**src/hw/rtl/lcdp_pkg.sv**
```systemverilog
`timescale 1ns / 1ps
`default_nettype none
// ----------------------------------------------------------------------------
// lcdp_pkg
// Shared constants, command codes and types for the display capture parser.
// ----------------------------------------------------------------------------
package lcdp_pkg;

   // Screen and field geometry
   localparam int SCREEN_CHARS_DEF = 32;
   localparam int FIELD_LEN        = 5;
   localparam int VOLT_FIRST       = 3;
   localparam int CURR_FIRST       = 11;
   localparam int CAP_FIRST        = 19;

   // Field widths
   localparam int BYTE_W   = 8;
   localparam int CHAR_W   = 7;
   localparam int CURSOR_W = 6;
   localparam int VALUE_W  = 27;
   localparam int CAP_W    = 17;
   localparam int ACC_W    = 17;

   // Largest legal results
   localparam logic [VALUE_W-1:0] VALUE_MAX = 27'd99999000;
   localparam logic [CAP_W-1:0]   CAP_MAX   = 17'd99999;

   // Command queue depth
   localparam int QUEUE_DEPTH = 2;

   // Special bus bytes
   localparam logic [BYTE_W-1:0] BYTE_CTRL = 8'h00;
   localparam logic [BYTE_W-1:0] BYTE_DATA = 8'h40;

   // Command kinds produced by the front end
   localparam logic [1:0] CMD_SET_CTRL = 2'd0;
   localparam logic [1:0] CMD_SET_DATA = 2'd1;
   localparam logic [1:0] CMD_PLAIN    = 2'd2;
   localparam logic [1:0] CMD_READ     = 2'd3;

   typedef struct packed {
      logic [1:0]        kind;
      logic [BYTE_W-1:0] data;
   } cmd_type;

endpackage
`default_nettype wire

```
**src/hw/rtl/lcdp_req_if.sv**
```systemverilog
`timescale 1ns / 1ps
`default_nettype none
// ----------------------------------------------------------------------------
// lcdp_req_if
// Request channel: bus bytes and parse requests with valid/ready handshake.
// ----------------------------------------------------------------------------
interface lcdp_req_if;
   logic                      valid;
   logic                      ready;
   logic                      req_type;
   logic [lcdp_pkg::BYTE_W-1:0] bus_byte;

   modport source (output valid, req_type, bus_byte, input ready);
   modport sink   (input valid, req_type, bus_byte, output ready);
endinterface
`default_nettype wire

```
**src/hw/rtl/lcdp_rsp_if.sv**
```systemverilog
`timescale 1ns / 1ps
`default_nettype none
// ----------------------------------------------------------------------------
// lcdp_rsp_if
// Response channel: parsed voltage, current and capacity with valid/ready.
// ----------------------------------------------------------------------------
interface lcdp_rsp_if;
   logic                         valid;
   logic                         ready;
   logic [lcdp_pkg::VALUE_W-1:0] voltage_mv;
   logic [lcdp_pkg::VALUE_W-1:0] current_ma;
   logic [lcdp_pkg::CAP_W-1:0]   capacity_mah;

   modport source (output valid, voltage_mv, current_ma, capacity_mah, input ready);
   modport sink   (input valid, voltage_mv, current_ma, capacity_mah, output ready);
endinterface
`default_nettype wire

```
**src/hw/rtl/lcd_text_capture_field_parser.sv**
```systemverilog
`timescale 1ns / 1ps
`default_nettype none
// ----------------------------------------------------------------------------
// lcd_text_capture_field_parser
// Character display capture with a three-field measurement parser.
// ----------------------------------------------------------------------------
// Each request is either a bus byte (req_type 0) that updates the display
// image, or a parse request (req_type 1) that returns voltage, current and
// capacity. Requests are classified on arrival and queued two deep, so the
// port keeps accepting while the back end works, until the queue is full.
// A parse request leaves the queue, scans its fields one character per cycle
// from the screen register file, then scales each decimal field to thousandths
// through a shared times-ten / divide-by-ten unit, and loads the output
// register. The output register holds a result until it is taken while
// further bus bytes keep flowing.
// ----------------------------------------------------------------------------
module lcd_text_capture_field_parser #(
   parameter int SCREEN_CHARS = lcdp_pkg::SCREEN_CHARS_DEF
) (
   input  wire logic  clock,
   input  wire logic  reset,
   lcdp_req_if.sink   req_bus,
   lcdp_rsp_if.source rsp_bus
);
   import lcdp_pkg::*;

   cmd_type head_cmd;
   logic    head_valid;
   logic    head_pop;

   // Accept and classify
   lcdp_front u_front (
      .clock      (clock),
      .reset      (reset),
      .req_bus    (req_bus),
      .head_cmd   (head_cmd),
      .head_valid (head_valid),
      .head_pop   (head_pop)
   );

   // Execute and parse
   lcdp_back #(
      .SCREEN_CHARS (SCREEN_CHARS)
   ) u_back (
      .clock      (clock),
      .reset      (reset),
      .head_cmd   (head_cmd),
      .head_valid (head_valid),
      .head_pop   (head_pop),
      .rsp_bus    (rsp_bus)
   );

   // No result survives reset
   a_reset_clears_rsp: assert property (@(posedge clock)
      reset |=> !rsp_bus.valid)
      else $error("response valid after reset");

   // Scaled voltage stays within five digits times a thousand
   a_volt_range: assert property (@(posedge clock) disable iff (reset)
      rsp_bus.valid |-> (rsp_bus.voltage_mv <= VALUE_MAX))
      else $error("voltage out of range");

   // Scaled current stays within five digits times a thousand
   a_curr_range: assert property (@(posedge clock) disable iff (reset)
      rsp_bus.valid |-> (rsp_bus.current_ma <= VALUE_MAX))
      else $error("current out of range");

   // Capacity is at most five digits
   a_cap_range: assert property (@(posedge clock) disable iff (reset)
      rsp_bus.valid |-> (rsp_bus.capacity_mah <= CAP_MAX))
      else $error("capacity out of range");

endmodule
`default_nettype wire

```
**src/hw/rtl/lcdp_front.sv**
```systemverilog
`timescale 1ns / 1ps
`default_nettype none
// ----------------------------------------------------------------------------
// lcdp_front
// Accepts requests, classifies each into a command and queues it for the
// back end in a short FIFO.
// ----------------------------------------------------------------------------
module lcdp_front (
   input  wire logic              clock,
   input  wire logic              reset,
   lcdp_req_if.sink               req_bus,
   output lcdp_pkg::cmd_type      head_cmd,
   output logic                   head_valid,
   input  wire logic              head_pop
);
   import lcdp_pkg::*;

   localparam int PTR_W = (QUEUE_DEPTH > 1) ? $clog2(QUEUE_DEPTH) : 1;

   cmd_type          store_ff [QUEUE_DEPTH];
   logic [PTR_W-1:0] wr_ptr_ff, wr_ptr_in;
   logic [PTR_W-1:0] rd_ptr_ff, rd_ptr_in;
   logic [PTR_W:0]   fill_ff, fill_in;
   cmd_type          new_cmd;
   logic             push;
   logic             pop;

   // Classify the incoming request
   always_comb begin
      new_cmd.data = req_bus.bus_byte;
      if (req_bus.req_type) begin
         new_cmd.kind = CMD_READ;
      end else if (req_bus.bus_byte == BYTE_CTRL) begin
         new_cmd.kind = CMD_SET_CTRL;
      end else if (req_bus.bus_byte == BYTE_DATA) begin
         new_cmd.kind = CMD_SET_DATA;
      end else begin
         new_cmd.kind = CMD_PLAIN;
      end
   end

   // Handshake on both sides of the queue
   assign req_bus.ready = (fill_ff != (PTR_W+1)'(QUEUE_DEPTH));
   assign push          = req_bus.valid && req_bus.ready;
   assign head_valid    = (fill_ff != '0);
   assign pop           = head_pop && head_valid;
   assign head_cmd      = store_ff[rd_ptr_ff];

   // Advance pointers and fill count
   always_comb begin
      wr_ptr_in = wr_ptr_ff;
      rd_ptr_in = rd_ptr_ff;
      fill_in   = fill_ff;
      if (push) begin
         wr_ptr_in = (wr_ptr_ff == PTR_W'(QUEUE_DEPTH - 1)) ? '0 : wr_ptr_ff + 1'b1;
      end
      if (pop) begin
         rd_ptr_in = (rd_ptr_ff == PTR_W'(QUEUE_DEPTH - 1)) ? '0 : rd_ptr_ff + 1'b1;
      end
      if (push && !pop) begin
         fill_in = fill_ff + 1'b1;
      end else if (pop && !push) begin
         fill_in = fill_ff - 1'b1;
      end
   end

   always_ff @(posedge clock) begin
      if (reset) begin
         wr_ptr_ff <= '0;
         rd_ptr_ff <= '0;
         fill_ff   <= '0;
      end else begin
         wr_ptr_ff <= wr_ptr_in;
         rd_ptr_ff <= rd_ptr_in;
         fill_ff   <= fill_in;
      end
   end

   // Store queued commands
   always_ff @(posedge clock) begin
      if (push) begin
         store_ff[wr_ptr_ff] <= new_cmd;
      end
   end

endmodule
`default_nettype wire

```
**src/hw/rtl/lcdp_back.sv**
```systemverilog
`timescale 1ns / 1ps
`default_nettype none
// ----------------------------------------------------------------------------
// lcdp_back
// Executes queued commands: keeps the screen image, cursor and byte mode,
// and scans the three measurement fields one character per cycle.
// ----------------------------------------------------------------------------
module lcdp_back #(
   parameter int SCREEN_CHARS = lcdp_pkg::SCREEN_CHARS_DEF
) (
   input  wire logic              clock,
   input  wire logic              reset,
   input  wire lcdp_pkg::cmd_type head_cmd,
   input  wire logic              head_valid,
   output logic                   head_pop,
   lcdp_rsp_if.source             rsp_bus
);
   import lcdp_pkg::*;

   localparam int IDX_W = $clog2(SCREEN_CHARS);

   // Sequencer states
   localparam logic [1:0] ST_IDLE  = 2'd0;
   localparam logic [1:0] ST_SCAN  = 2'd1;
   localparam logic [1:0] ST_SCALE = 2'd2;
   localparam logic [1:0] ST_DONE  = 2'd3;

   // Byte modes
   localparam logic [1:0] MODE_NONE = 2'd0;
   localparam logic [1:0] MODE_CTRL = 2'd1;
   localparam logic [1:0] MODE_DATA = 2'd2;

   // Field selects
   localparam logic [1:0] FIELD_VOLT = 2'd0;
   localparam logic [1:0] FIELD_CURR = 2'd1;
   localparam logic [1:0] FIELD_CAP  = 2'd2;

   // Characters
   localparam logic [CHAR_W-1:0] CHAR_DASH  = 7'h2D;
   localparam logic [CHAR_W-1:0] CHAR_COLON = 7'h3A;
   localparam logic [CHAR_W-1:0] CHAR_DOT   = 7'h2E;
   localparam logic [CHAR_W-1:0] CHAR_SPACE = 7'h20;
   localparam logic [CHAR_W-1:0] CHAR_ZERO  = 7'h30;
   localparam logic [CHAR_W-1:0] CHAR_NINE  = 7'h39;

   // Cursor control
   localparam logic [1:0]          ADDR_ROW1  = 2'b10;
   localparam logic [1:0]          ADDR_ROW2  = 2'b11;
   localparam logic [CURSOR_W-1:0] ROW2_BASE  = 6'd16;
   localparam logic [2:0]          FRAC_UNITS = 3'd3;
   localparam logic [2:0]          LAST_POS   = 3'(FIELD_LEN - 1);

   // Reciprocal of ten, exact for dividends below 2^17
   localparam logic [20:0] DIV10_RECIP = 21'd104858;

   logic [CHAR_W-1:0]   screen_ff [SCREEN_CHARS];
   logic [CURSOR_W-1:0] cursor_ff, cursor_in;
   logic [1:0]          mode_ff, mode_in;
   logic [1:0]          state_ff, state_in;
   logic [1:0]          field_ff, field_in;
   logic [2:0]          pos_ff, pos_in;
   logic [ACC_W-1:0]    acc_ff, acc_in;
   logic [2:0]          cnt_ff, cnt_in;
   logic [2:0]          pt_ff, pt_in;
   logic                stop_ff, stop_in;
   logic [VALUE_W-1:0]  volt_ff, volt_in;
   logic [VALUE_W-1:0]  curr_ff, curr_in;
   logic [CAP_W-1:0]    cap_ff, cap_in;
   logic [2:0]          vfrac_ff, vfrac_in;
   logic [2:0]          cfrac_ff, cfrac_in;
   logic                sel_ff, sel_in;
   logic                rsp_valid_ff, rsp_valid_in;
   logic [VALUE_W-1:0]  rsp_volt_ff;
   logic [VALUE_W-1:0]  rsp_curr_ff;
   logic [CAP_W-1:0]    rsp_cap_ff;

   logic                take_cmd;
   logic                do_plain;
   logic                do_clear;
   logic                do_store;
   logic                rsp_load;
   logic [IDX_W-1:0]    scan_addr;
   logic [CHAR_W-1:0]   scan_char;
   logic                char_digit;
   logic [ACC_W-1:0]    acc_x10;
   logic [ACC_W-1:0]    acc_dig;
   logic [VALUE_W-1:0]  scale_val;
   logic [2:0]          scale_frac;
   logic [VALUE_W-1:0]  val_x10;
   logic [37:0]         div_prod;
   logic [VALUE_W-1:0]  val_div10;

   // Pop a command only while no request is in flight
   assign take_cmd = head_valid && (state_ff == ST_IDLE);
   assign head_pop = take_cmd;
   assign do_plain = take_cmd && (head_cmd.kind == CMD_PLAIN);
   assign do_clear = do_plain && (mode_ff == MODE_CTRL) &&
                     (head_cmd.data[7:6] != ADDR_ROW1) && (head_cmd.data[7:6] != ADDR_ROW2);
   assign do_store = do_plain && (mode_ff == MODE_DATA) &&
                     (cursor_ff < CURSOR_W'(SCREEN_CHARS));

   // Select the character under scan
   always_comb begin
      unique case (field_ff)
         FIELD_VOLT: scan_addr = IDX_W'(VOLT_FIRST) + IDX_W'(pos_ff);
         FIELD_CURR: scan_addr = IDX_W'(CURR_FIRST) + IDX_W'(pos_ff);
         default:    scan_addr = IDX_W'(CAP_FIRST) + IDX_W'(pos_ff);
      endcase
   end

   assign scan_char  = screen_ff[scan_addr];
   assign char_digit = (scan_char >= CHAR_ZERO) && (scan_char <= CHAR_NINE);
   assign acc_x10    = ACC_W'({acc_ff, 3'b000} + {2'b00, acc_ff, 1'b0});
   assign acc_dig    = acc_x10 + ACC_W'(scan_char[3:0]);

   // Shared scaling unit: times ten by shift-add, divide by ten by reciprocal
   assign scale_val  = sel_ff ? curr_ff : volt_ff;
   assign scale_frac = sel_ff ? cfrac_ff : vfrac_ff;
   assign val_x10    = VALUE_W'({scale_val, 3'b000} + {2'b00, scale_val, 1'b0});
   assign div_prod   = scale_val[ACC_W-1:0] * DIV10_RECIP;
   assign val_div10  = VALUE_W'(div_prod[36:20]);

   assign rsp_load   = (state_ff == ST_DONE) && (!rsp_valid_ff || rsp_bus.ready);

   // Byte mode and cursor
   always_comb begin
      mode_in   = mode_ff;
      cursor_in = cursor_ff;
      if (take_cmd) begin
         unique case (head_cmd.kind)
            CMD_SET_CTRL: mode_in = MODE_CTRL;
            CMD_SET_DATA: mode_in = MODE_DATA;
            CMD_PLAIN: begin
               mode_in = MODE_NONE;
               if (mode_ff == MODE_CTRL) begin
                  if (head_cmd.data[7:6] == ADDR_ROW1) begin
                     cursor_in = CURSOR_W'(head_cmd.data[4:0]);
                  end else if (head_cmd.data[7:6] == ADDR_ROW2) begin
                     cursor_in = ROW2_BASE + CURSOR_W'(head_cmd.data[4:0]);
                  end
               end else if (do_store) begin
                  cursor_in = cursor_ff + 1'b1;
               end
            end
            default: mode_in = mode_ff;
         endcase
      end
   end

   // Scan sequencer and field scaling
   always_comb begin
      state_in = state_ff;
      field_in = field_ff;
      pos_in   = pos_ff;
      acc_in   = acc_ff;
      cnt_in   = cnt_ff;
      pt_in    = pt_ff;
      stop_in  = stop_ff;
      volt_in  = volt_ff;
      curr_in  = curr_ff;
      cap_in   = cap_ff;
      vfrac_in = vfrac_ff;
      cfrac_in = cfrac_ff;
      sel_in   = sel_ff;
      unique case (state_ff)
         ST_IDLE: begin
            if (take_cmd && (head_cmd.kind == CMD_READ)) begin
               state_in = ST_SCAN;
               field_in = FIELD_VOLT;
               pos_in   = '0;
               acc_in   = '0;
               cnt_in   = '0;
               pt_in    = '0;
               stop_in  = 1'b0;
            end
         end
         ST_SCAN: begin
            if (field_ff != FIELD_CAP) begin
               if (char_digit) begin
                  acc_in = acc_dig;
                  cnt_in = cnt_ff + 1'b1;
               end else if (scan_char == CHAR_DOT) begin
                  pt_in = cnt_ff;
               end else if (scan_char == CHAR_SPACE) begin
                  acc_in = acc_x10;
                  cnt_in = cnt_ff + 1'b1;
               end
            end else if (!stop_ff) begin
               if (char_digit) begin
                  acc_in = acc_dig;
                  cnt_in = cnt_ff + 1'b1;
               end else if ((scan_char == CHAR_SPACE) && (cnt_ff != '0)) begin
                  stop_in = 1'b1;
               end
            end
            if (pos_ff == LAST_POS) begin
               // Close the field and start the next one
               unique case (field_ff)
                  FIELD_VOLT: begin
                     volt_in  = VALUE_W'(acc_in);
                     vfrac_in = cnt_in - pt_in;
                  end
                  FIELD_CURR: begin
                     curr_in  = VALUE_W'(acc_in);
                     cfrac_in = cnt_in - pt_in;
                  end
                  default: begin
                     cap_in   = CAP_W'(acc_in);
                     state_in = ST_SCALE;
                     sel_in   = 1'b0;
                  end
               endcase
               field_in = field_ff + 1'b1;
               pos_in   = '0;
               acc_in   = '0;
               cnt_in   = '0;
               pt_in    = '0;
               stop_in  = 1'b0;
            end else begin
               pos_in = pos_ff + 1'b1;
            end
         end
         ST_SCALE: begin
            if (scale_frac != FRAC_UNITS) begin
               if (sel_ff) begin
                  curr_in  = (scale_frac < FRAC_UNITS) ? val_x10 : val_div10;
                  cfrac_in = (scale_frac < FRAC_UNITS) ? cfrac_ff + 1'b1 : cfrac_ff - 1'b1;
               end else begin
                  volt_in  = (scale_frac < FRAC_UNITS) ? val_x10 : val_div10;
                  vfrac_in = (scale_frac < FRAC_UNITS) ? vfrac_ff + 1'b1 : vfrac_ff - 1'b1;
               end
            end else if (!sel_ff) begin
               sel_in = 1'b1;
            end else begin
               state_in = ST_DONE;
            end
         end
         ST_DONE: begin
            if (rsp_load) begin
               state_in = ST_IDLE;
            end
         end
         default: state_in = ST_IDLE;
      endcase
   end

   // Hold a finished result until it is taken
   always_comb begin
      rsp_valid_in = rsp_valid_ff;
      if (rsp_load) begin
         rsp_valid_in = 1'b1;
      end else if (rsp_bus.ready) begin
         rsp_valid_in = 1'b0;
      end
   end

   always_ff @(posedge clock) begin
      if (reset) begin
         state_ff     <= ST_IDLE;
         mode_ff      <= MODE_NONE;
         cursor_ff    <= '0;
         rsp_valid_ff <= 1'b0;
      end else begin
         state_ff     <= state_in;
         mode_ff      <= mode_in;
         cursor_ff    <= cursor_in;
         rsp_valid_ff <= rsp_valid_in;
      end
   end

   // Scan and scaling datapath
   always_ff @(posedge clock) begin
      field_ff <= field_in;
      pos_ff   <= pos_in;
      acc_ff   <= acc_in;
      cnt_ff   <= cnt_in;
      pt_ff    <= pt_in;
      stop_ff  <= stop_in;
      volt_ff  <= volt_in;
      curr_ff  <= curr_in;
      cap_ff   <= cap_in;
      vfrac_ff <= vfrac_in;
      cfrac_ff <= cfrac_in;
      sel_ff   <= sel_in;
      if (rsp_load) begin
         rsp_volt_ff <= volt_ff;
         rsp_curr_ff <= curr_ff;
         rsp_cap_ff  <= cap_ff;
      end
   end

   // Screen image: fill on clear, write at cursor on data
   always_ff @(posedge clock) begin
      if (reset) begin
         for (int k = 0; k < SCREEN_CHARS; k++) begin
            screen_ff[k] <= CHAR_DASH;
         end
      end else if (do_clear) begin
         for (int k = 0; k < SCREEN_CHARS; k++) begin
            screen_ff[k] <= CHAR_COLON;
         end
      end else if (do_store) begin
         screen_ff[cursor_ff[IDX_W-1:0]] <= head_cmd.data[CHAR_W-1:0];
      end
   end

   assign rsp_bus.valid        = rsp_valid_ff;
   assign rsp_bus.voltage_mv   = rsp_volt_ff;
   assign rsp_bus.current_ma   = rsp_curr_ff;
   assign rsp_bus.capacity_mah = rsp_cap_ff;

endmodule
`default_nettype wire

```
**src/flat_wrapper.sv**
```systemverilog
// flat-port wrapper written by rule: the top's interface ports become plain ports
module lcd_text_capture_field_parser_flat import lcdp_pkg::*;
#(
   parameter int SCREEN_CHARS = lcdp_pkg::SCREEN_CHARS_DEF
)
  (clock, reset, req_bus_valid, req_bus_req_type, req_bus_bus_byte, req_bus_ready, rsp_bus_valid, rsp_bus_voltage_mv, rsp_bus_current_ma, rsp_bus_capacity_mah, rsp_bus_ready);
  lcdp_req_if req_bus_i ();
  lcdp_rsp_if rsp_bus_i ();
  input  wire logic clock;
  input  wire logic reset;
  input wire logic [$bits(req_bus_i.valid)-1:0] req_bus_valid;
  input wire logic [$bits(req_bus_i.req_type)-1:0] req_bus_req_type;
  input wire logic [$bits(req_bus_i.bus_byte)-1:0] req_bus_bus_byte;
  output wire logic [$bits(req_bus_i.ready)-1:0] req_bus_ready;
  output wire logic [$bits(rsp_bus_i.valid)-1:0] rsp_bus_valid;
  output wire logic [$bits(rsp_bus_i.voltage_mv)-1:0] rsp_bus_voltage_mv;
  output wire logic [$bits(rsp_bus_i.current_ma)-1:0] rsp_bus_current_ma;
  output wire logic [$bits(rsp_bus_i.capacity_mah)-1:0] rsp_bus_capacity_mah;
  input wire logic [$bits(rsp_bus_i.ready)-1:0] rsp_bus_ready;
  assign req_bus_i.valid = req_bus_valid;
  assign req_bus_i.req_type = req_bus_req_type;
  assign req_bus_i.bus_byte = req_bus_bus_byte;
  assign req_bus_ready = req_bus_i.ready;
  assign rsp_bus_valid = rsp_bus_i.valid;
  assign rsp_bus_voltage_mv = rsp_bus_i.voltage_mv;
  assign rsp_bus_current_ma = rsp_bus_i.current_ma;
  assign rsp_bus_capacity_mah = rsp_bus_i.capacity_mah;
  assign rsp_bus_i.ready = rsp_bus_ready;
  lcd_text_capture_field_parser #(.SCREEN_CHARS(SCREEN_CHARS)) u_core (.clock(clock), .reset(reset), .req_bus(req_bus_i), .rsp_bus(rsp_bus_i));
endmodule
```
**config.mk**
```make
export PLATFORM = sky130hd
export DESIGN_NAME = lcd_text_capture_field_parser_flat
export DESIGN_NICKNAME = d
export VERILOG_FILES = /design/src/hw/rtl/lcdp_pkg.sv /design/src/hw/rtl/lcdp_req_if.sv /design/src/hw/rtl/lcdp_rsp_if.sv /design/src/hw/rtl/lcd_text_capture_field_parser.sv /design/src/hw/rtl/lcdp_front.sv /design/src/hw/rtl/lcdp_back.sv /design/src/flat_wrapper.sv
export SDC_FILE = /design/constraint.sdc
export NUM_CORES = 1
export LEC_CHECK = 0
export ABC_AREA = 1
export BUFFER_PORTS_ARGS = -buffer_cell sky130_fd_sc_hd__buf_2
export CORE_ASPECT_RATIO = 1.75
export CORE_UTILIZATION = 59
export CTS_CLUSTER_SIZE = 10
export DETAILED_ROUTE_END_ITERATION = 8
export PLACE_DENSITY = 0.78
export SLEW_MARGIN = 40
export SYNTH_ARGS = -nofsm -noshare
export SYNTH_HDL_FRONTEND = slang
export SYNTH_SLANG_ARGS = --single-unit
```
**constraint.sdc**
```tcl
create_clock -name clock -period 14.1 [get_ports clock]
set_input_delay 1.41 -clock clock [delete_from_list [all_inputs] [get_ports clock]]
set_output_delay 1.41 -clock clock [all_outputs]
set_load 0.02 [all_outputs]
```
==> results.md, run 1 <==
Status:
- The flow ran to the end, but the final reports show violations.
- The final reports fail on DRC.

Clocking:
- Post-CTS timing repair inserted 0 buffers for setup.
- The sink count of the clock tree is 438.
- The clock passes through at most 3 buffers.
- The count of H-tree levels built during CTS is 2.
- The clock tree from TritonCTS is yes.
- The post-cts sizing count is 0.
- The root buffer cell is sky130_fd_sc_hd__clkbuf_16.
- The clock latency reported for the late side of the worst-skew pair is 0.59 ns.
- Clock-pin slew was measured on the worst setup and hold paths at about 0.050 ns.
- The number of CTS-inserted buffers is 50.
- Buffers inserted to repair hold after CTS numbered 0.

Finish:
- Cells with a size suffix above 1 make up under 10% of the layout.
- The synthesis-to-layout area growth is 8.45%.
- Counting the fill cells in the layout gives 3763.
- In the final design database the tool counted about 3400 nets.

Synth:
- The synthesized netlist devotes between 15 and 20% of its cell area to simple gates.
- The synthesized netlist devotes between 8 and 9% of its cell area to compound gates.
- The cell taking the most area after synthesis is sky130_fd_sc_hd__edfxtp_1.
- After synthesis the cells add up to 27400 um^2.
- Synthesis produced between 2000 and 3000 cells.
- For this run, the number of Yosys warnings is 0.
- The register area share after synthesis is approximately 47%.
- The mux cell area share after synthesis is less than 1%.
- After synthesis, the mean cell area works out to approximately 9.2 um^2.
- After Yosys synthesis, full adders, half adders and majority gates account for 15.9% of the synthesized area.
- The xor-xnor portion of the synthesized cell area is between 1 and 1.5%.
- The netlist uses between 50 and 60 different library cells.
- Ranked by total cell area, the synthesized netlist is headed by sky130_fd_sc_hd__edfxtp_1 (46%), sky130_fd_sc_hd__nand2_1 (9.5%), sky130_fd_sc_hd__ha_1 (9.1%).
- The number of nets in the synthesized netlist is between 3000 and 4000.
- The area share of the leading cell type in the synthesized netlist is between 40% and 50%.
- The number of storage elements in the synthesis netlist is 438.
- The combinational family with the most area after synthesis is simple AND/OR/NAND/NOR gates.

Setup path:
- The worst setup path is captured at a flop.
- The cell type of the slowest stage on the worst timing path is sky130_fd_sc_hd__fa_1.
- The stage delay of the slowest cell on the critical path is slightly above 0.6 ns.
- The cell family contributing the most delay on the critical path is adder cells.
- The top fanout value on the critical path is 20.
- The endpoint required time on the critical path is 14.41 ns.
- The category of the worst setup path launch point is a flop.
- The number of buffer and inverter instances along the worst setup path is 7.
- The cell with the most instances on the worst path is sky130_fd_sc_hd__inv_1.
- The worst setup path category is reg -> reg.
- The data arrival time of the worst path is between 7 and 8 ns.

GRT:
- The initial antenna violation count is 1.
- The global-route wire length before repair is roughly 120 mm.
- The total routing resource utilization after global routing is 35.8%.
- The via count of the first global-routing pass is around 22000.
- The sum of overflow across all layers after global routing is 0.
- The pin count of the biggest net entering global routing is ~100.

STA:
- The number of failing hold endpoints at the final stage is 0.
- At the pin with the least slew margin, the transition time is between 0.8 and 0.9 ns.
- After layout, the worst setup slack is approximately 6.8 ns.
- For the final database, setup skew stands at about 0.038 ns.
- Setup repair after global routing left no endpoint under its margin.
- The post-route fraction of the period consumed by the critical path is between 50% and 60%.
- Derived from the worst setup path, the maximum achievable clock frequency is around 140 MHz.
- The time the final worst path needs with I/O delays and setup is between 7 and 8 ns.
- Headroom to the max-slew limit came out at between 40% and 50%.
- Setup total negative slack on the finished layout was measured at 0 ns.
- Setup violations remaining at the end of the flow were counted as 0.
- The number of slew-limit violations in the final report is 0.

Die:
- The initialized floorplan defines roughly 100 standard-cell rows.
- For this configuration, the core starts out at a cell density of 59.7%.
- Pin placement for this block handled 86 I/O pins.
- The horizontal die dimension is between 150 and 200 um.
- From bottom edge to top edge, the die measures about 290 um.
- The die covers 47300 um^2.
- The total core area is approximately 46000 um^2.

Routing:
- The total wirelength of the detailed-routed design is between 80 and 90 mm.
- In this run the remaining antenna-violating nets after routing total 0.
- For this run, design rule violations remaining after detail routing come to 2.
- Dividing the detail-routed wire length by the instance count gives approximately 22 um.
- The iteration-0 DRC count of the detailed router is between 1500 and 2000.
- For this block, the via count after detailed routing is approximately 22000.
- Using the TritonRoute via totals, the vias-per-cell ratio works out to 5.94.
- The number of iterations in the first detailed-routing pass is 8.

Flow run:
- The number of max-cap violations is 0.

Placed design:
- The estimated wirelength of the detail-placed design is between 60 and 70 mm.
- The last weighted congestion value of the routability-driven placer is about 1.1.
- Timing analysis after detailed placement gives a worst setup slack of approximately 6.9 ns.
- The number of input and output port buffers inserted is between 80 and 90.

Worst hold path:
- The class of the most critical hold timing path is reg -> reg.
[cells in the mapped netlist (all sizes together)]
library cell,number
nand2,701
inv,442
edfxtp,422
nand3,251
nor2,248
o21ai,202
ha,199
a21oi,164
fa,93
clkbuf,49
buf,45
xor2,20
nor3,17
or2,17
dfxtp,16
xnor2,15
o211ai,13
nand4,12
a21o,10
a31oi,8
nor4,8
clkinv,7
o21bai,6
a211oi,4
mux2i,4
nand3b,4
o21a,3
o22ai,3
a21boi,2
a22oi,2
o31ai,2
a221oi,1
nor3b,1
o2111ai,1
o221ai,1
o31a,1
[final timing paths]
check	startpoint	end	slack, ns	depth (start not counted)
worst min register to register	u_core.u_back.cap_ff[2]	u_core.u_back.rsp_bus.capacity_mah[2]	0.41	0
worst max register to register	u_core.u_back.sel_ff	u_core.u_back.volt_ff[9]	6.82	27
worst max-delay path	u_core.u_back.sel_ff	u_core.u_back.volt_ff[9]	6.82	27
worst min-delay path	u_core.u_back.cap_ff[2]	u_core.u_back.rsp_bus.capacity_mah[2]	0.41	0
[state kept, by name, indices dropped and copies added, names as in the netlist, 2 cells and up, named ones only]
signal and flops:
u_core.u_front.store_ff 20, u_core.u_back.cursor_ff 6, u_core.u_back.mode_ff 2, u_core.u_back.rsp_bus.voltage_mv 27, u_core.u_back.cfrac_ff 3, u_core.u_back.pos_ff 3
u_core.u_back.rsp_bus.current_ma 27, u_core.u_back.acc_ff 17, u_core.u_back.vfrac_ff 3, u_core.u_back.volt_ff 27, u_core.u_back.rsp_bus.capacity_mah 17, u_core.u_front.fill_ff 2
u_core.u_back.curr_ff 27, u_core.u_back.cap_ff 17, u_core.u_back.pt_ff 3, u_core.u_back.screen_ff 224, u_core.u_back.cnt_ff 3, u_core.u_back.field_ff 2
u_core.u_back.state_ff 2
[layout by cell type (no fill, tap or decap), drive strengths merged, types with 17 or more instances in the layout]
master / instances
fa: 93
nor3: 17
xor2: 20
inv: 445
nor2: 248
edfxtp: 422
nand2: 701
clkbuf: 62
a21oi: 164
or2: 17
buf: 110
nand3: 251
o21ai: 202
ha: 199
[per-layer routing]
metal / wire length [um] / GRT usage (%) / vias up
li1: - / - / 10100
met1: 25400 / 34.1 / 10300
met2: 42600 / 64.1 / 992
met3: 4950 / 6.26 / 404
met4: 8710 / 32.6 / 0
met5: 0 / 0 / -
[layout make-up]
class / instances / area, um^2 / share of cell area, %
multi-input cells: 2013 / 12300 / 41.5
well taps: 583 / 729 / 2.45
repair buffers: 110 / 624 / 2.10
inverters: 449 / 1690 / 5.68
clock buffers: 62 / 1320 / 4.43
flip-flops and latches: 438 / 13000 / 43.7
clock inverters: 4 / 41.3 / 0.139
diodes: 1 / 2.50 / 0.00842
[cell families (layout without fill, tap and decap cells)]
group / after synthesis / after routing
compound gates: 423 / 423
xor+xnor: 35 / 35
fa+ha+maj: 292 / 292
buf+inv: 543 / 625
flops: 438 / 438
mux: 4 / 4
other cells: 0 / 1
simple gates: 1259 / 1259
[through the flow]
step                      utilization [%]  instances  instance area (um^2)  hold WS, ns
after floorplan                         -       2994                 27400        0.400
after global placement               61.7       3593                 28300        0.401
after detailed placement             61.7       3593                 28300        0.405
after CTS                            64.7       3659                 29700        0.416
after global routing                 64.7       3659                 29700        0.427
final                                64.7       3660                 29700        0.415
Power of run 1 is not shown: default switching activity piles up to over one toggle a cycle in this logic, so the estimate is an artifact.
==> run 2, diff against run 1 <==
--- a/config.mk
+++ b/config.mk
@@ -5,13 +5,13 @@
 export SDC_FILE = /design/constraint.sdc
 export NUM_CORES = 1
 export LEC_CHECK = 0
-export ABC_AREA = 1
+export ABC_AREA = 0
 export BUFFER_PORTS_ARGS = -buffer_cell sky130_fd_sc_hd__buf_2
 export CORE_ASPECT_RATIO = 1.75
-export CORE_UTILIZATION = 59
+export CORE_UTILIZATION = 57
 export CTS_CLUSTER_SIZE = 10
 export DETAILED_ROUTE_END_ITERATION = 8
-export PLACE_DENSITY = 0.78
+export PLACE_DENSITY = 0.79
 export SLEW_MARGIN = 40
 export SYNTH_ARGS = -nofsm -noshare
 export SYNTH_HDL_FRONTEND = slang
==> constraint.sdc (replaced) <==
create_clock -name clock -period 5.9 [get_ports clock]
set_input_delay 0.59 -clock clock [delete_from_list [all_inputs] [get_ports clock]]
set_output_delay 0.59 -clock clock [all_outputs]
set_load 0.02 [all_outputs]
==> run 2 against run 1 <==
The run ends with setup timing left. Synthesized area shrank 5.0%. Die area shrank 1.6%. Wire length shrank 11%. Sequential cell count is the same. Setup slack lost 7.1 ns. Clock skew shrank 0.016 ns. Via count shrank 15%.
==> results.md, run 2 <==
Setup path:
- The data arrival time of the worst path is 6.44 ns.
- The endpoint type of the worst setup path is a flop.
- For the worst setup path, the data required time is 6.17 ns.
- The worst register-to-register path ends at u_core.u_back.curr_ff[12].
- In this run the worst setup path begins at u_core.u_back.sel_ff.
- The setup path with the least slack is of type reg -> reg.
- The number of buffer and inverter instances along the worst setup path is 8.
- On the worst path, the slowest cell contributes a delay of 0.52 ns.
- The logic depth of the worst register-to-register path is 25.
- The cell with the most instances on the worst path is sky130_fd_sc_hd__fa_1.
- The worst register-to-register path begins at u_core.u_back.sel_ff.
- Across all register-to-register paths, the minimum setup slack is -0.28 ns.
- The number of logic stages on the critical path including buffering is 25.
- The cell type of the slowest stage on the worst timing path is sky130_fd_sc_hd__fa_1.
- The category of the worst setup path launch point is a flop.
- The termination of the worst setup path is u_core.u_back.curr_ff[12].
- The category of cells accounting for the largest share of critical-path delay is adder cells.
- Of all nets on the critical path, the largest fanout is 6.

STA:
- The post-route fraction of the period consumed by the critical path is 105%.
- Setup repair after global routing could not meet its margin everywhere.
- For the pin with the worst max-slew slack, the measured transition is between 0.8 and 0.9 ns.
- The setup slack after layout is -0.276 ns.
- Measured against its own limit, the worst slew margin works out to around two fifths.
- The number of endpoints failing setup at the final stage is 24.
- Based on the critical path, the design can be clocked at up to ~160 MHz.
- The number of slew-limit violations in the final report is 0.
- The time the final worst path needs with I/O delays and setup is 6.18 ns.
- The maximum clock skew at final layout is 0.0226 ns.
- The number of failing hold endpoints at the final stage came to 0.
- The accumulated negative setup slack is -3.65 ns.

Synth:
- Of all cell types, the one taking the most synthesized area is sky130_fd_sc_hd__edfxtp_1.
- The register area share after synthesis is between 40% and 50%.
- After synthesis, the netlist uses 77 different library cells.
- In this run, synthesis inferred ~420 flip-flops with an integrated enable.
- The number of synthesis warnings is 0.
- Summed over its instances, the top area cell type makes up approximately 49% of the synthesized netlist area.
- Ranked by instance count, the synthesized netlist is headed by sky130_fd_sc_hd__edfxtp_1 (422), sky130_fd_sc_hd__inv_1 (220), sky130_fd_sc_hd__nand2_1 (211).
- The mean area per synthesized cell is approximately 12 um^2.
- The mapped netlist covers around 26000 um^2.
- The post-synthesis cell count is roughly 2200.
- The post-synth net total is 2482.
- The commonest register cell after synthesis is sky130_fd_sc_hd__edfxtp_1.
- The number of storage elements in the synthesis netlist is around 440.
- Counting flops with an async set or reset pin after synthesis yields a share of 0%.
- Ranked by total cell area, the synthesized netlist is headed by sky130_fd_sc_hd__edfxtp_1 (49%), sky130_fd_sc_hd__ha_1 (9.6%), sky130_fd_sc_hd__fa_1 (7.2%).
- sky130_fd_sc_hd__edfxtp_1 is the most common cell in the netlist.

Die:
- The floorplan has just over 100 rows.
- The count of pins on the block boundary is 86.
- Once the floorplan was initialized, standard cells occupied between 50 and 60% of the core.
- The die footprint is about 47000 um^2.
- The floorplan step set the die width to 164 um.
- The total core area is about 45000 um^2.
- The die is 285 um tall.

Finish:
- The filler cells instantiated in the layout total between 3000 and 4000.
- The fraction of final layout cells with drive strength greater than 1 is 18.9%.
- For this run, the post-layout net count is between 2000 and 3000.
- The synthesis-to-layout area growth is 15.0%.
- The count of antenna diodes in the layout is 0.
- The flip-flop count of the largest register, all copies and words added is between 200 and 250.
- In the layout the commonest cells are sky130_fd_sc_hd__edfxtp_1 (422), sky130_fd_sc_hd__nand2_1 (210), sky130_fd_sc_hd__inv_1 (210), sky130_fd_sc_hd__ha_1 (185), sky130_fd_sc_hd__nor2_1 (150).
- The library cell used most frequently in the layout, excluding fill and tap cells, is sky130_fd_sc_hd__edfxtp_1.
- The most flop-heavy register is u_core.u_back.screen_ff.

Routing:
- The routed length per placed instance is 24.3 um.
- The via-per-instance ratio is between 6 and 7.
- The number of antenna-violating nets in the routed design is 0.
- Across all layers, the routed design uses between 15000 and 20000 vias.
- For this run, design rule violations remaining after detail routing come to 0.
- The iteration-0 DRC count of the detailed router is approximately 1700.
- Before antenna repair, the detailed router went through 6 iterations.
- The total wirelength of the detailed-routed design is ~73 mm.

Clocking:
- The root buffer cell is sky130_fd_sc_hd__clkbuf_16.
- The number of hold buffers added after CTS is 0.
- Clock-pin slew was measured on the worst setup and hold paths at 0.06 ns.
- The sink count of the clock tree is 438.
- The clock passes through at most 3 buffers.
- The count of H-tree levels built during CTS is 2.
- The clock tree from TritonCTS is yes.
- The number of CTS-inserted buffers is 50.
- The later pin in the worst-skew pair is clocked with a latency of 0.58 ns.

Status:
- The run finished, with violations left.
- The final reports fail on setup timing.

GRT:
- Global routing used roughly a third of the available tracks.
- The sum of overflow across all layers after global routing is 0.
- The initial antenna violation count is 0.
- The first global-routing pass estimated 110 mm of wire.
- Entering global routing, the biggest net connects 76 pins.
- The via count of the first global-routing pass is 19700.

Worst hold path:
- The worst hold path stage count is 1.
- The worst hold path begins at req_bus_bus_byte[5].
- The class of the most critical hold timing path is in -> reg.

Placed design:
- Once detailed placement completed, the half-perimeter wirelength came to around 56 mm.
- At the end of routability-driven placement, the weighted congestion stood at about 1.
- The number of input and output port buffers inserted is between 80 and 90.

Flow run:
- The number of max-cap violations is 0.
[run 2: cell types whose count changed in the layout (fill, tap and decap cells not counted), sizes merged, moves of 92 or more]
cell,previous run,this run
buf,110,225
inv,445,221
nand2,701,211
nand3,251,22
nor2,248,153
o21ai,202,110
[run 2: logic make-up (layout without fill, tap and decap cells)]
group | Yosys count | count (layout) | synth area share, %
buf+inv | 304 | 532 | 4.51
compound gates | 412 | 412 | 9.93
simple gates | 548 | 548 | 9.74
xor+xnor | 57 | 57 | 1.92
flops | 438 | 438 | 49.9
mux | 126 | 126 | 7.29
fa+ha+maj | 292 | 292 | 16.7
[run 2: how the worst min path moves through the flow]
stage	end	slack, ns
final	u_core.u_front.store_ff[1][5]	0.21
after detailed placement	u_core.u_back.rsp_bus.capacity_mah[5]	0.41
after floorplan	u_core.u_back.rsp_bus.capacity_mah[0]	0.40
after CTS	u_core.u_front.store_ff[0][5]	0.19
after global placement	u_core.u_back.rsp_bus.capacity_mah[13]	0.40
after global routing	u_core.u_front.store_ff[1][4]	0.21
[run 2: worst reg2reg max path: stages, from the launching register on]
cell and delay [ns]:
sky130_fd_sc_hd__edfxtp_1 0.34, sky130_fd_sc_hd__buf_6 0.15, sky130_fd_sc_hd__buf_6 0.15, sky130_fd_sc_hd__mux2i_4 0.24, sky130_fd_sc_hd__inv_2 0.06, sky130_fd_sc_hd__buf_6 0.12
sky130_fd_sc_hd__ha_4 0.26, sky130_fd_sc_hd__inv_2 0.04, sky130_fd_sc_hd__fa_1 0.51, sky130_fd_sc_hd__inv_1 0.05, sky130_fd_sc_hd__fa_1 0.48, sky130_fd_sc_hd__fa_1 0.50
sky130_fd_sc_hd__inv_1 0.05, sky130_fd_sc_hd__fa_1 0.45, sky130_fd_sc_hd__fa_1 0.52, sky130_fd_sc_hd__inv_2 0.05, sky130_fd_sc_hd__ha_4 0.26, sky130_fd_sc_hd__o211ai_1 0.07
sky130_fd_sc_hd__o21ai_1 0.18, sky130_fd_sc_hd__nand4_1 0.17, sky130_fd_sc_hd__o21ai_4 0.28, sky130_fd_sc_hd__a21oi_4 0.11, sky130_fd_sc_hd__o31a_1 0.28, sky130_fd_sc_hd__or2_4 0.24
sky130_fd_sc_hd__a41oi_2 0.19, sky130_fd_sc_hd__mux2i_1 0.12
[run 2: area by class of cell]
type / instances / area (um^2) / area share, %
Tap cell: 577 / 722 / 2.41
Sequential cell: 438 / 13000 / 43.4
Inverter: 221 / 832 / 2.78
Clock inverter: 4 / 46.3 / 0.155
Clock buffer: 82 / 1390 / 4.65
Multi-Input combinational cell: 1435 / 12400 / 41.3
Timing Repair Buffer: 225 / 1590 / 5.32
[run 2: timing repair]
action	CTS	global route
pin swaps	16	6
endpoints found under the setup margin	28	32
buffers inserted	4	1
gates resized for setup	32	13
[run 2: per-layer routing]
layer | GRT usage, % | vias up | part of all wire, % | routed length (um)
li1 | - | 8248 | - | -
met2 | 58.8 | 882 | 54 | 38900
met5 | 0 | - | 0 | 0
met1 | 29.5 | 9083 | 30 | 22000
met4 | 29.5 | 0 | 11 | 7890
met3 | 4.38 | 332 | 5.3 | 3820
[run 2: stage by stage]
stage | worst slack, ns | util, % | cell area, um^2 | hold slack, ns | cells
floorplan | -0.0162 | - | 26300 | 0.400 | 2177
global placement | -0.409 | 62.3 | 28100 | 0.403 | 2886
global route | -0.510 | 66.4 | 29900 | 0.207 | 2982
detailed placement | -0.438 | 62.6 | 28200 | 0.406 | 2891
CTS | -0.235 | 66.2 | 29900 | 0.194 | 2981
finish | -0.276 | 66.4 | 29900 | 0.212 | 2982
Power of run 2 is left out for the same reason.
